<file path="src/prdd_pkg.sv">
// shared types and constants of the progress rate drift detector
`timescale 1ns / 1ps
`default_nettype none
package prdd_pkg;

  localparam int STAMP_W     = 48;
  localparam int HALF_W      = 24;
  localparam int THR_W       = 16;
  localparam int CFG_INDEX_W = 8;
  localparam int CFG_DATA_W  = 48;

  localparam logic [CFG_INDEX_W-1:0] REG_REFERENCE = 8'd0;
  localparam logic [CFG_INDEX_W-1:0] REG_THRESHOLD = 8'd1;

  localparam logic [THR_W-1:0]   THRESHOLD_RESET = 16'd13107;
  localparam logic [STAMP_W-1:0] SPEED_MAX       = '1;

  typedef enum logic [3:0] {
    ST_IDLE,
    ST_CHECK,
    ST_MUL_LO,
    ST_MUL_HI,
    ST_MUL_SUM,
    ST_DIV_START,
    ST_DIV_WAIT,
    ST_AVG,
    ST_FLAG,
    ST_DONE
  } state_t;

  typedef struct packed {
    logic load_in;
    logic latch_first;
    logic mul_lo;
    logic mul_hi;
    logic mul_sum;
    logic div_start;
    logic speed_sat;
    logic take_div;
    logic avg_update;
    logic flag_update;
    logic out_load;
  } dp_cmd_t;

  typedef struct packed {
    logic stamp_pos;
    logic started;
    logic stamp_ahead;
    logic elapsed_zero;
    logic avg_valid;
    logic div_done;
    logic out_free;
  } dp_status_t;

endpackage
`default_nettype wire

</file>
<file path="src/prdd_in_if.sv">
// input item channel
`timescale 1ns / 1ps
`default_nettype none
interface prdd_in_if;
  import prdd_pkg::*;
  logic                      valid;
  logic                      ready;
  logic signed [STAMP_W-1:0] progress_stamp;
  logic [STAMP_W-1:0]        wall_time_us;
  modport source(output valid, progress_stamp, wall_time_us, input ready);
  modport sink(input valid, progress_stamp, wall_time_us, output ready);
endinterface
`default_nettype wire

</file>
<file path="src/prdd_out_if.sv">
// result item channel
`timescale 1ns / 1ps
`default_nettype none
interface prdd_out_if;
  import prdd_pkg::*;
  logic               valid;
  logic               ready;
  logic               drift_flag;
  logic [STAMP_W-1:0] average_speed;
  modport source(output valid, drift_flag, average_speed, input ready);
  modport sink(input valid, drift_flag, average_speed, output ready);
endinterface
`default_nettype wire

</file>
<file path="src/prdd_cfg_if.sv">
// configuration write channel
`timescale 1ns / 1ps
`default_nettype none
interface prdd_cfg_if;
  import prdd_pkg::*;
  logic                   valid;
  logic                   ready;
  logic [CFG_INDEX_W-1:0] index;
  logic [CFG_DATA_W-1:0]  data;
  modport source(output valid, index, data, input ready);
  modport sink(input valid, index, data, output ready);
endinterface
`default_nettype wire

</file>
<file path="src/progress_rate_drift_detector.sv">
// progress rate drift detector top level
// one item at a time; an item that changes nothing or only latches goes on to ST_DONE
// a zero elapsed time goes to ST_AVG; a measured speed first passes ST_MUL_LO, ST_MUL_HI,
// ST_MUL_SUM, ST_DIV_START, ST_DIV_WAIT (one quotient bit a cycle); no ST_FLAG when it seeds
// the result register lets the next item in while a result waits to be taken
// synchronous reset clears the running state, reference to zero, threshold to 13107
`timescale 1ns / 1ps
`default_nettype none
module progress_rate_drift_detector #(
  parameter int TICKS_PER_SECOND = 1000000
) (
  input wire logic clk,
  input wire logic rst,
  prdd_in_if.sink      item_in,
  prdd_out_if.source   result_out,
  prdd_cfg_if.sink     cfg
);
  import prdd_pkg::*;

  dp_cmd_t    cmd;
  dp_status_t status;
  logic       cfg_write;

  assign cfg.ready = 1'b1;
  assign cfg_write = cfg.valid && cfg.ready;

  prdd_ctrl u_ctrl (
    .clk      (clk),
    .rst      (rst),
    .in_valid (item_in.valid),
    .in_ready (item_in.ready),
    .status   (status),
    .cmd      (cmd)
  );

  prdd_datapath #(.TICKS_PER_SECOND(TICKS_PER_SECOND)) u_datapath (
    .clk         (clk),
    .rst         (rst),
    .cmd         (cmd),
    .status      (status),
    .in_stamp    (item_in.progress_stamp),
    .in_time     (item_in.wall_time_us),
    .cfg_write   (cfg_write),
    .cfg_index   (cfg.index),
    .cfg_data    (cfg.data),
    .out_valid   (result_out.valid),
    .out_ready   (result_out.ready),
    .out_flag    (result_out.drift_flag),
    .out_average (result_out.average_speed)
  );

`ifndef SYNTHESIS
  a_busy_after_accept: assert property (@(posedge clk) disable iff (rst)
    (item_in.valid && item_in.ready) |=> !item_in.ready)
    else $error("block took an item while still working");

  a_div_consumed: assert property (@(posedge clk) disable iff (rst)
    status.div_done |-> cmd.take_div)
    else $error("divider result not taken");

  a_reference_clears: assert property (@(posedge clk) disable iff (rst)
    (cfg_write && (cfg.index == REG_REFERENCE)) |=> (!status.started && !status.avg_valid))
    else $error("reference write did not clear running state");
`endif
endmodule
`default_nettype wire

</file>
<file path="src/prdd_div.sv">
// restoring divider, one quotient bit a cycle, quotient saturated to 48 bits
`timescale 1ns / 1ps
`default_nettype none
module prdd_div #(
  parameter int DVD_W = 68
) (
  input  wire logic                        clk,
  input  wire logic                        rst,
  input  wire logic                        start,
  input  wire logic [DVD_W-1:0]            dividend,
  input  wire logic [prdd_pkg::STAMP_W-1:0] divisor,
  output logic                             done,
  output logic [prdd_pkg::STAMP_W-1:0]     quotient
);
  import prdd_pkg::*;

  localparam int CNT_W = $clog2(DVD_W);

  logic               active;
  logic [CNT_W-1:0]   cnt;
  logic [DVD_W-1:0]   dvd;
  logic [STAMP_W-1:0] dsr;
  logic [STAMP_W-1:0] rem;
  logic [STAMP_W-1:0] q;
  logic               ovf;
  logic [STAMP_W:0]   trial;
  logic               fits;

  assign trial = {rem, dvd[DVD_W-1]};
  assign fits  = trial >= {1'b0, dsr};

  always_ff @(posedge clk) begin
    if (rst) begin
      active <= 1'b0;
      done   <= 1'b0;
      cnt    <= '0;
    end else begin
      done <= 1'b0;
      if (start) begin
        active <= 1'b1;
        cnt    <= '0;
      end else if (active) begin
        cnt <= cnt + 1'b1;
        if (cnt == CNT_W'(DVD_W - 1)) begin
          active <= 1'b0;
          done   <= 1'b1;
        end
      end
    end
  end

  always_ff @(posedge clk) begin
    if (start) begin
      dvd <= dividend;
      dsr <= divisor;
      rem <= '0;
      q   <= '0;
      ovf <= 1'b0;
    end else if (active) begin
      dvd <= {dvd[DVD_W-2:0], 1'b0};
      rem <= fits ? STAMP_W'(trial - {1'b0, dsr}) : trial[STAMP_W-1:0];
      q   <= {q[STAMP_W-2:0], fits};
      ovf <= ovf | q[STAMP_W-1];
    end
  end

  assign quotient = ovf ? SPEED_MAX : q;
endmodule
`default_nettype wire

</file>
<file path="src/prdd_datapath.sv">
// datapath: running state, speed product, divider, average, flag and result register
`timescale 1ns / 1ps
`default_nettype none
module prdd_datapath #(
  parameter int TICKS_PER_SECOND = 1000000
) (
  input  wire logic                                clk,
  input  wire logic                                rst,
  input  wire prdd_pkg::dp_cmd_t                   cmd,
  output prdd_pkg::dp_status_t                     status,
  input  wire logic signed [prdd_pkg::STAMP_W-1:0] in_stamp,
  input  wire logic [prdd_pkg::STAMP_W-1:0]        in_time,
  input  wire logic                                cfg_write,
  input  wire logic [prdd_pkg::CFG_INDEX_W-1:0]    cfg_index,
  input  wire logic [prdd_pkg::CFG_DATA_W-1:0]     cfg_data,
  output logic                                     out_valid,
  input  wire logic                                out_ready,
  output logic                                     out_flag,
  output logic [prdd_pkg::STAMP_W-1:0]             out_average
);
  import prdd_pkg::*;

  localparam int TICK_W = $clog2(TICKS_PER_SECOND + 1);
  localparam int PROD_W = STAMP_W + TICK_W;
  localparam int PART_W = HALF_W + TICK_W;
  localparam logic [TICK_W-1:0] TICKS = TICK_W'(TICKS_PER_SECOND);

  logic signed [STAMP_W-1:0] stamp;
  logic [STAMP_W-1:0]        now;
  logic signed [STAMP_W-1:0] last_stamp;
  logic [STAMP_W-1:0]        last_wall_time;
  logic                      started;
  logic                      average_valid;
  logic [STAMP_W-1:0]        running_average;
  logic                      flag_held;
  logic [STAMP_W-1:0]        reference_speed;
  logic [THR_W-1:0]          drift_threshold;

  logic [PART_W-1:0]  part;
  logic [PROD_W-1:0]  prod;
  logic [STAMP_W-1:0] speed;

  logic [STAMP_W-1:0]   delta;
  logic [STAMP_W-1:0]   elapsed;
  logic                 div_done;
  logic [STAMP_W-1:0]   div_q;
  logic [STAMP_W+1:0]   avg_sum;
  logic [STAMP_W-1:0]   avg_new;
  logic [STAMP_W-1:0]   diff;
  logic [STAMP_W+THR_W-1:0] scaled;
  logic                 cfg_ref;

  assign delta   = STAMP_W'(stamp - last_stamp);
  assign elapsed = now - last_wall_time;
  assign avg_sum = (STAMP_W+2)'(running_average) * (STAMP_W+2)'(3)
                 + (STAMP_W+2)'(speed);
  assign avg_new = avg_sum[STAMP_W+1:2];
  assign diff    = (running_average > reference_speed) ?
                   running_average - reference_speed :
                   reference_speed - running_average;
  assign scaled  = (STAMP_W+THR_W)'(running_average) * (STAMP_W+THR_W)'(drift_threshold);
  assign cfg_ref = cfg_write && (cfg_index == REG_REFERENCE);

  prdd_div #(.DVD_W(PROD_W)) u_div (
    .clk      (clk),
    .rst      (rst),
    .start    (cmd.div_start),
    .dividend (prod),
    .divisor  (elapsed),
    .done     (div_done),
    .quotient (div_q)
  );

  always_ff @(posedge clk) begin
    if (cmd.load_in) begin
      stamp <= in_stamp;
      now   <= in_time;
    end
    if (cmd.mul_lo) begin
      part <= PART_W'(delta[HALF_W-1:0] * TICKS);
    end
    if (cmd.mul_hi) begin
      prod <= PROD_W'(part);
      part <= PART_W'(delta[STAMP_W-1:HALF_W] * TICKS);
    end
    if (cmd.mul_sum) begin
      prod <= prod + (PROD_W'(part) << HALF_W);
    end
    if (cmd.speed_sat) begin
      speed <= SPEED_MAX;
    end else if (cmd.take_div) begin
      speed <= div_q;
    end
  end

  always_ff @(posedge clk) begin
    if (rst) begin
      started         <= 1'b0;
      average_valid   <= 1'b0;
      running_average <= '0;
      flag_held       <= 1'b0;
      last_stamp      <= '0;
      last_wall_time  <= '0;
      reference_speed <= '0;
      drift_threshold <= THRESHOLD_RESET;
    end else begin
      if (cmd.latch_first || cmd.avg_update) begin
        started        <= 1'b1;
        last_stamp     <= stamp;
        last_wall_time <= now;
      end
      if (cmd.avg_update) begin
        if (average_valid) begin
          running_average <= avg_new;
        end else if (speed != '0) begin
          running_average <= speed;
          average_valid   <= 1'b1;
        end
      end
      if (cmd.flag_update) begin
        flag_held <= scaled < {diff, {THR_W{1'b0}}};
      end
      if (cfg_ref) begin
        reference_speed <= cfg_data[STAMP_W-1:0];
        started         <= 1'b0;
        average_valid   <= 1'b0;
        running_average <= '0;
        flag_held       <= 1'b0;
      end
      if (cfg_write && (cfg_index == REG_THRESHOLD)) begin
        drift_threshold <= cfg_data[THR_W-1:0];
      end
    end
  end

  always_ff @(posedge clk) begin
    if (rst) begin
      out_valid <= 1'b0;
    end else if (cmd.out_load) begin
      out_valid <= 1'b1;
    end else if (out_ready) begin
      out_valid <= 1'b0;
    end
  end

  always_ff @(posedge clk) begin
    if (cmd.out_load) begin
      out_flag    <= flag_held;
      out_average <= running_average;
    end
  end

  always_comb begin
    status.stamp_pos    = !stamp[STAMP_W-1] && (stamp != '0);
    status.started      = started;
    status.stamp_ahead  = stamp > last_stamp;
    status.elapsed_zero = elapsed == '0;
    status.avg_valid    = average_valid;
    status.div_done     = div_done;
    status.out_free     = !out_valid || out_ready;
  end
endmodule
`default_nettype wire

</file>
<file path="src/prdd_ctrl.sv">
// controller state machine sequencing one item through the datapath
`timescale 1ns / 1ps
`default_nettype none
module prdd_ctrl (
  input  wire logic                 clk,
  input  wire logic                 rst,
  input  wire logic                 in_valid,
  output logic                      in_ready,
  input  wire prdd_pkg::dp_status_t status,
  output prdd_pkg::dp_cmd_t         cmd
);
  import prdd_pkg::*;

  state_t state;
  state_t state_next;

  always_ff @(posedge clk) begin
    if (rst) begin
      state <= ST_IDLE;
    end else begin
      state <= state_next;
    end
  end

  always_comb begin
    state_next = state;
    case (state)
      ST_IDLE: begin
        if (in_valid) state_next = ST_CHECK;
      end
      ST_CHECK: begin
        if (!status.stamp_pos || !status.started) begin
          state_next = ST_DONE;
        end else if (!status.stamp_ahead) begin
          state_next = ST_DONE;
        end else if (status.elapsed_zero) begin
          state_next = ST_AVG;
        end else begin
          state_next = ST_MUL_LO;
        end
      end
      ST_MUL_LO:    state_next = ST_MUL_HI;
      ST_MUL_HI:    state_next = ST_MUL_SUM;
      ST_MUL_SUM:   state_next = ST_DIV_START;
      ST_DIV_START: state_next = ST_DIV_WAIT;
      ST_DIV_WAIT: begin
        if (status.div_done) state_next = ST_AVG;
      end
      ST_AVG:  state_next = status.avg_valid ? ST_FLAG : ST_DONE;
      ST_FLAG: state_next = ST_DONE;
      ST_DONE: begin
        if (status.out_free) state_next = ST_IDLE;
      end
      default: state_next = ST_IDLE;
    endcase
  end

  always_comb begin
    cmd      = '0;
    in_ready = 1'b0;
    case (state)
      ST_IDLE: begin
        in_ready    = 1'b1;
        cmd.load_in = in_valid;
      end
      ST_CHECK: begin
        cmd.latch_first = status.stamp_pos && !status.started;
        cmd.speed_sat   = status.stamp_pos && status.started && status.stamp_ahead
                          && status.elapsed_zero;
      end
      ST_MUL_LO:    cmd.mul_lo = 1'b1;
      ST_MUL_HI:    cmd.mul_hi = 1'b1;
      ST_MUL_SUM:   cmd.mul_sum = 1'b1;
      ST_DIV_START: cmd.div_start = 1'b1;
      ST_DIV_WAIT:  cmd.take_div = status.div_done;
      ST_AVG:       cmd.avg_update = 1'b1;
      ST_FLAG:      cmd.flag_update = 1'b1;
      ST_DONE:      cmd.out_load = status.out_free;
      default:      cmd = '0;
    endcase
  end
endmodule
`default_nettype wire
</file>
<file path="src/flat_wrapper.sv">
// flat-port wrapper written by rule: the top's interface ports become plain ports
module progress_rate_drift_detector_flat import prdd_pkg::*;
#(
  parameter int TICKS_PER_SECOND = 1000000
)
  (clk, rst, item_in_valid, item_in_progress_stamp, item_in_wall_time_us, item_in_ready, result_out_valid, result_out_drift_flag, result_out_average_speed, result_out_ready, cfg_valid, cfg_index, cfg_data, cfg_ready);
  prdd_in_if item_in_i ();
  prdd_out_if result_out_i ();
  prdd_cfg_if cfg_i ();
  input wire logic clk;
  input wire logic rst;
  input wire logic [$bits(item_in_i.valid)-1:0] item_in_valid;
  input wire logic [$bits(item_in_i.progress_stamp)-1:0] item_in_progress_stamp;
  input wire logic [$bits(item_in_i.wall_time_us)-1:0] item_in_wall_time_us;
  output wire logic [$bits(item_in_i.ready)-1:0] item_in_ready;
  output wire logic [$bits(result_out_i.valid)-1:0] result_out_valid;
  output wire logic [$bits(result_out_i.drift_flag)-1:0] result_out_drift_flag;
  output wire logic [$bits(result_out_i.average_speed)-1:0] result_out_average_speed;
  input wire logic [$bits(result_out_i.ready)-1:0] result_out_ready;
  input wire logic [$bits(cfg_i.valid)-1:0] cfg_valid;
  input wire logic [$bits(cfg_i.index)-1:0] cfg_index;
  input wire logic [$bits(cfg_i.data)-1:0] cfg_data;
  output wire logic [$bits(cfg_i.ready)-1:0] cfg_ready;
  assign item_in_i.valid = item_in_valid;
  assign item_in_i.progress_stamp = item_in_progress_stamp;
  assign item_in_i.wall_time_us = item_in_wall_time_us;
  assign item_in_ready = item_in_i.ready;
  assign result_out_valid = result_out_i.valid;
  assign result_out_drift_flag = result_out_i.drift_flag;
  assign result_out_average_speed = result_out_i.average_speed;
  assign result_out_i.ready = result_out_ready;
  assign cfg_i.valid = cfg_valid;
  assign cfg_i.index = cfg_index;
  assign cfg_i.data = cfg_data;
  assign cfg_ready = cfg_i.ready;
  progress_rate_drift_detector #(.TICKS_PER_SECOND(TICKS_PER_SECOND)) u_core (.clk(clk), .rst(rst), .item_in(item_in_i), .result_out(result_out_i), .cfg(cfg_i));
endmodule
</file>
<file path="config.mk">
export PLATFORM = sky130hd
export DESIGN_NAME = progress_rate_drift_detector_flat
export DESIGN_NICKNAME = d
export VERILOG_FILES = /design/src/prdd_pkg.sv /design/src/prdd_in_if.sv /design/src/prdd_out_if.sv /design/src/prdd_cfg_if.sv /design/src/progress_rate_drift_detector.sv /design/src/prdd_div.sv /design/src/prdd_datapath.sv /design/src/prdd_ctrl.sv /design/src/flat_wrapper.sv
export SDC_FILE = /design/constraint.sdc
export NUM_CORES = 2
export LEC_CHECK = 0
export BUFFER_PORTS_ARGS = -buffer_cell sky130_fd_sc_hd__clkbuf_2
export CORE_ASPECT_RATIO = 1.75
export CORE_MARGIN = 8
export CORE_UTILIZATION = 55
export CTS_BUF_LIST = sky130_fd_sc_hd__clkbuf_4 sky130_fd_sc_hd__clkbuf_8
export DETAILED_ROUTE_END_ITERATION = 16
export HOLD_SLACK_MARGIN = 0.08
export PLACE_DENSITY = 0.72
export SLEW_MARGIN = 5
export SYNTH_ARGS = -nofsm -noshare
export SYNTH_HDL_FRONTEND = slang
export SYNTH_HIERARCHICAL = 1
export SYNTH_SLANG_ARGS = --single-unit
export TNS_END_PERCENT = 10
</file>
<file path="constraint.sdc">
create_clock -name clk -period 17.8 [get_ports clk]
set_input_delay 0.89 -clock clk [delete_from_list [all_inputs] [get_ports clk]]
set_output_delay 0.89 -clock clk [all_outputs]
set_load 0.005 [all_outputs]
</file>
# Word-level counts from Yosys, hierarchy flattened
# Index checks and enable logic that the tools add are counted.
# totals
register_bits,737
latchBits,0
mem_bits_rw,0
mem_bits_ro,0
input_bits,157
elab_cells,125
memories,0
# op_classes
addsub,8
multipliers,4
div_mod_pow,0
n_lt_le_gt_ge,4
n_eq_ne,14
shift,0
n_mux,39
n_bitwise,2
reduce_logical,29
# ops
op,n
68-bit two-way mux,4
48-bit two-way mux,5
48-bit subtractor,5
48-bit > comparator,2
48-bit nonzero test,2
44-bit two-way mux,2
"24-bit by 14-bit multiplier with 38-bit output, second input constant",2
68-bit adder,1
64-bit < comparator,1
48-bit by 16-bit multiplier with 64-bit output,1
50-bit by 48-bit adder with 50-bit output,1
"48-bit by 2-bit multiplier with 50-bit output, second input constant",1
49-bit by 48-bit >= comparator with 1-bit output,1
48-bit zero test,1
4-bit one-hot mux with 10 select lines,1
1-bit two-way mux,21
4-bit two-way mux,5
"4-bit by 3-bit == test with 1-bit output, second input constant",4
2-bit nonzero test,5
"4-bit by 2-bit == test with 1-bit output, second input constant",2
"4-bit == test, second input constant",2
"8-bit by 1-bit == test with 1-bit output, second input constant",1
8-bit zero test,1
"7-bit by 1-bit adder with 7-bit output, second input constant",1
15 further kinds,28

# Logic depth before layout (Yosys ltp)
# depth
ltp_word,6
mapped_depth,39
mapped_depth_nobuf,38

# Modules after synthesis
# Netlist, hierarchy kept.
# modules_own_cells
mod,instances,cells_per_inst,area_per_inst_um2,seq_area_each_um2
prdd_datapath,1,7640,67648.6,12562.0
prdd_div,1,1151,11747.5,5605.4
prdd_ctrl,1,52,396.6,80.1
progress_rate_drift_detector,1,2,11.3,0.0

# Least setup slack after synthesis
# OpenSTA, ideal clock, no wires.
# synth_path
path_kind,register to register
start,register u_core.u_datapath.stamp[0]
end,register u_core.u_datapath.part[42] (data pin)
setup_time_ns,0.279
t_arrival_ns,8.280
t_required_ns,17.521
slack_ns,9.242
stages_incl_launch_ff,37
n_path_buf,0
period_less_slack_ns,8.558
path_cell_list,edfxtp_1 inv_1 ha_1 inv_1 fa_1 a21o_1 a21oi_1 o21bai_1 a2111oi_0 or3_1 o21ai_0 nor2_1 o21ai_0 a21boi_0 o21bai_1 xor2_1 fa_1 inv_1 fa_1 inv_1 fa_1 inv_1 fa_1 inv_1 ha_1 fa_1 ha_1 a21o_1 a21oi_1 o21ai_0 o41ai_1 o21ai_0 a21oi_1 o21ai_0 nand4_1 mux2i_1 o311ai_0
# synth_between
elab_chain_len,4
word_cells_on_any_way,5
# synth_lines
element,line,rtl
"start, declared",prdd_datapath.sv:28,logic signed [STAMP_W-1:0] stamp;
"start signal, assigned",prdd_datapath.sv:76,stamp <= in_stamp;
48-bit subtractor (*),prdd_datapath.sv:53,assign delta = STAMP_W'(stamp - last_stamp);
24-bit by 14-bit multiplier with 38-bit output,prdd_datapath.sv:80,part <= PART_W'(delta[HALF_W-1:0] * TICKS);
44-bit two-way mux,prdd_datapath.sv:79,if (cmd.mul_lo) begin
44-bit two-way mux (*),prdd_datapath.sv:82,if (cmd.mul_hi) begin
"end signal, assigned",prdd_datapath.sv:80,
"end signal, assigned",prdd_datapath.sv:84,part <= PART_W'(delta[STAMP_W-1:HALF_W] * TICKS);
"end, declared",prdd_datapath.sv:39,logic [PART_W-1:0] part;
# Mark *: on every way between the ends. The rest lies on a longest branch, timed or not. The select of a mux whose other input is x is not followed.
# A chain may end at the register's enable or synchronous reset.

# Worst setup path in the final report
# layout_path
start,register u_core.u_datapath.drift_threshold[9]
end,register u_core.u_datapath.flag_held
# layout_between
elab_chain_len,2
# layout_lines
element,line,rtl
"start, declared",prdd_datapath.sv:37,logic [THR_W-1:0] drift_threshold;
"start signal, assigned",prdd_datapath.sv:131,drift_threshold <= cfg_data[THR_W-1:0];
48-bit by 16-bit multiplier with 64-bit output,prdd_datapath.sv:61,assign scaled = (STAMP_W+THR_W)'(running_average) * (STAMP_W+THR_W)'(drift_threshold);
64-bit < comparator,prdd_datapath.sv:121,"flag_held <= scaled < {diff, {THR_W{1'b0}}};"
"end signal, assigned",prdd_datapath.sv:121,
"end, declared",prdd_datapath.sv:35,logic flag_held;
# No other way between the ends.

==> metrics.md <==
| Metric | Value |
|---|---|
| Status | `finished clean` |
| Gr ovfl total | `0` |
| Worst-path clk slew | `70 ps` |
| DP HPWL | `about 180,000 µm` |
| GR Util All Layers | `0.2873` |
| Drt drc | `0` |
| Core outline area | `144,700 µm²` |
| Max FO, Critical Path | `49` |
| Num ports | `209` |
| Crit path top cell by count | `fa_1` |
| Pre-Repair DR Iteration Count | `6` |
| Synthesis-to-finish area growth | `6.723%` |
| Post-synth EDFFs | `361` |
| First-pass GRT wire length | `361,900 µm` |
| Number of routed nets with antenna violations | `0` |
| Sink Count | `approximately 730` |
| Post-CTS Hold Fix Bufs | `0` |
| First DRT Iteration DRCs | `3,835` |
| DIE WIDTH | `~300 µm` |
| Async SR Flop Fraction | `0` |
| Final setup fails | `0` |
| Final #Nets | `10,680` |
| Wire per inst | `between 20 and 25 µm` |
| Share of cells above drive strength 1 | `0.08010` |
| RSZ-0062 raised after global routing | `no` |
| Vias in the first global route | `67,520` |
| Post-synth cell types | `96` |
| Register area share after synthesis | `0.2287` |
| CP peak stage delay | `850 ps` |
| Syn Std Cell Area | `79,800 µm²` |
| Max-cap violations | `0` |
| Die height | `519.9 µm` |
| Num CTS Buffers | `117` |
| Setup_tns | `0 ps` |
| Largest net degree at the start of global routing | `89` |
| Post-cts resize count | `0` |
| Slowest-stage cell, CP | `a31oi_1` |
| H-tree Lvls | `3` |
| Clock Path Buffers | `3` |
| Fmax | `98.47 MHz` |
| #FFs+latches synth | `731` |
| GP Congestion | `0.9680` |
| Worst EP arrival | `10,940 ps` |
| Initial antenna violation count | `12` |
| Initial Util | `0.5516` |
| Setup CP Type | `flop to flop` |
| Fin crit period | `10,160 ps` |
| Buffers added on ports | `roughly 210` |
| Clock latency at the later pin of the worst-skew pair | `900 ps` |
| CP Launch Type | `flop` |
| Clk root buf | `clkbuf_8` |
| Setup Skew | `55.56 ps` |
| Final Slew Violations | `0` |
| Tcrit/Tclk final | `0.5705` |
| CTS tree | `done` |
| Syn_area_per_cell | `between 9 and 10 µm²` |
| Slew HR | `0.1487` |
| Via count | `63,600` |
| Total length of routed wires | `230,400 µm` |
| Worst path required time | `18,590 ps` |
| Synth Flop Type | `dfxtp_1` |
| Row cnt | `185` |
| Ys Warns | `6` |
| Crit end category | `flop` |
| Final Hold Fails | `0` |
| Post-CTS Setup Bufs | `0` |
| DR vias/cell | `5.859` |
| R2R Setup Slk | `7640 ps` |
| Die ar. | `around 160,000 µm²` |
| Syn Inst Count | `roughly 8,800` |
| Actual slew at the worst max-slew pin | `~1300 ps` |
| Type of the tightest min-delay check | `primary input to flop` |
cells by family after synthesis:
kind of cell,count (synthesis),share of synthesized area
DFF,731,0.2287
muxes,253,0.03313
adders and majority gates,1646,0.3413
buffers and inverters,1734,0.08217
other,2,0.00009411
and+or+nand+nor,2423,0.1419
AOI/OAI and AO/OA,1711,0.1348
xor gates and xnor gates,345,0.03786
synthesized netlist by cell type, types with 69 or more instances:
| master | number | area share |
|---|---|---|
| mux2_2 | 87 | 0.012 |
| edfxtp_1 | 361 | 0.14 |
| nand3_1 | 85 | 0.0053 |
| ha_1 | 761 | 0.12 |
| nand4_1 | 81 | 0.0063 |
| nor2_1 | 400 | 0.019 |
| mux2i_1 | 164 | 0.021 |
| a21oi_1 | 648 | 0.041 |
| nor2b_1 | 83 | 0.0065 |
| a21o_1 | 252 | 0.024 |
| a211oi_1 | 76 | 0.0071 |
| fa_1 | 885 | 0.22 |
| inv_1 | 1332 | 0.063 |
| and2_1 | 289 | 0.023 |
| or2_2 | 69 | 0.0054 |
| nand2_1 | 1106 | 0.052 |
| o21ai_0 | 276 | 0.017 |
| o21bai_1 | 70 | 0.0066 |
| xnor2_1 | 210 | 0.023 |
| dfxtp_1 | 370 | 0.093 |
| clkbuf_1 | 346 | 0.016 |
| xor2_1 | 135 | 0.015 |
layer usage:
metal  GRT usage  wire [µm]  vias up
met5           0         12        -
met4      0.2181      20730        2
met3     0.04574      13240      993
met2      0.5250     117400     2382
met1      0.2924      78980    30980
li1            -          -    29240
final cells by class:
type	instances	area, µm²
Sequential cell	731	18260
Clock buffer	154	1969
Clock inverter	68	679.4
Timing Repair Buffer	306	1785
Inverter	1332	5000
Multi-Input combinational cell	6385	55110
Tap cell	1870	2340
Fill cell	12590	59500
Antenna cell	10	25.02
critical path, delay by kind of cell, from the launching register on:
family	cells	cell delay (ps)
adder cells (fa/ha/maj)	8	3770
AND/OR/NAND/NOR	6	670
XOR/XNOR	1	150
buffers and inverters	4	780
flip-flops	1	310
AO/OA/AOI/OAI	16	4330
worst paths after layout:
path / start / to / cells past startpoint
setup / recovery: u_core/u_datapath/drift_threshold[9] / u_core/u_datapath/flag_held / 35
hold / removal: item_in_progress_stamp[21] / u_core/u_datapath/stamp[21] / 1
setup reg to reg: u_core/u_datapath/drift_threshold[9] / u_core/u_datapath/flag_held / 35
hold reg to reg: u_core/u_datapath/last_wall_time[31] / u_core/u_datapath/last_wall_time[31] / 2
layout by cell type (no fill, tap or decap), types with 68 or more instances in the layout:
master    netlist  final
inv_1        1332   1331
nand2_1      1106   1105
fa_1          885    885
ha_1          761    761
a21oi_1       648    648
nor2_1        400    395
dfxtp_1       370    361
edfxtp_1      361    361
and2_1        289    288
o21ai_0       276    276
a21o_1        252    252
xnor2_1       210    210
clkbuf_2        0    206
mux2i_1       164    164
xor2_1        135    135
clkbuf_8        0    130
buf_4           6     99
mux2_2         87     87
nand3_1        85     85
nor2b_1        83     83
nand4_1        81     81
a211oi_1       76     76
o21bai_1       70     70
or2_2          69     68
state kept, by name (all words and copies together) (netlist names), 4 cells and up:
name                               flops
u_core/u_ctrl/state                    4
u_core/u_datapath/drift_threshold     16
u_core/u_datapath/last_stamp          48
u_core/u_datapath/last_wall_time      48
u_core/u_datapath/now                 48
u_core/u_datapath/out_average         48
u_core/u_datapath/part                38
u_core/u_datapath/prod                62
u_core/u_datapath/reference_speed     48
u_core/u_datapath/running_average     48
u_core/u_datapath/speed               48
u_core/u_datapath/stamp               48
u_core/u_datapath/u_div/cnt            7
u_core/u_datapath/u_div/dsr           48
u_core/u_datapath/u_div/dvd           68
u_core/u_datapath/u_div/q             48
u_core/u_datapath/u_div/rem           48
per-stage QoR:
step | setup WS (ps) | instances | util | area (µm²) | hold slack, ps
global placement | 7951 | 10620 | 0.5702 | 82500 | 437.3
detailed placement | 7828 | 10620 | 0.5702 | 82500 | 443.1
floorplan | 9242 | 8850 | - | 79820 | 400.5
finish | 7644 | 10860 | 0.5887 | 85170 | 182.4
CTS | 7767 | 10850 | 0.5885 | 85140 | 107.6
global route | 7225 | 10850 | 0.5886 | 85160 | 141.5
Power is not shown: default switching activity piles up to over one toggle a cycle in this logic, so the estimate is an artifact.
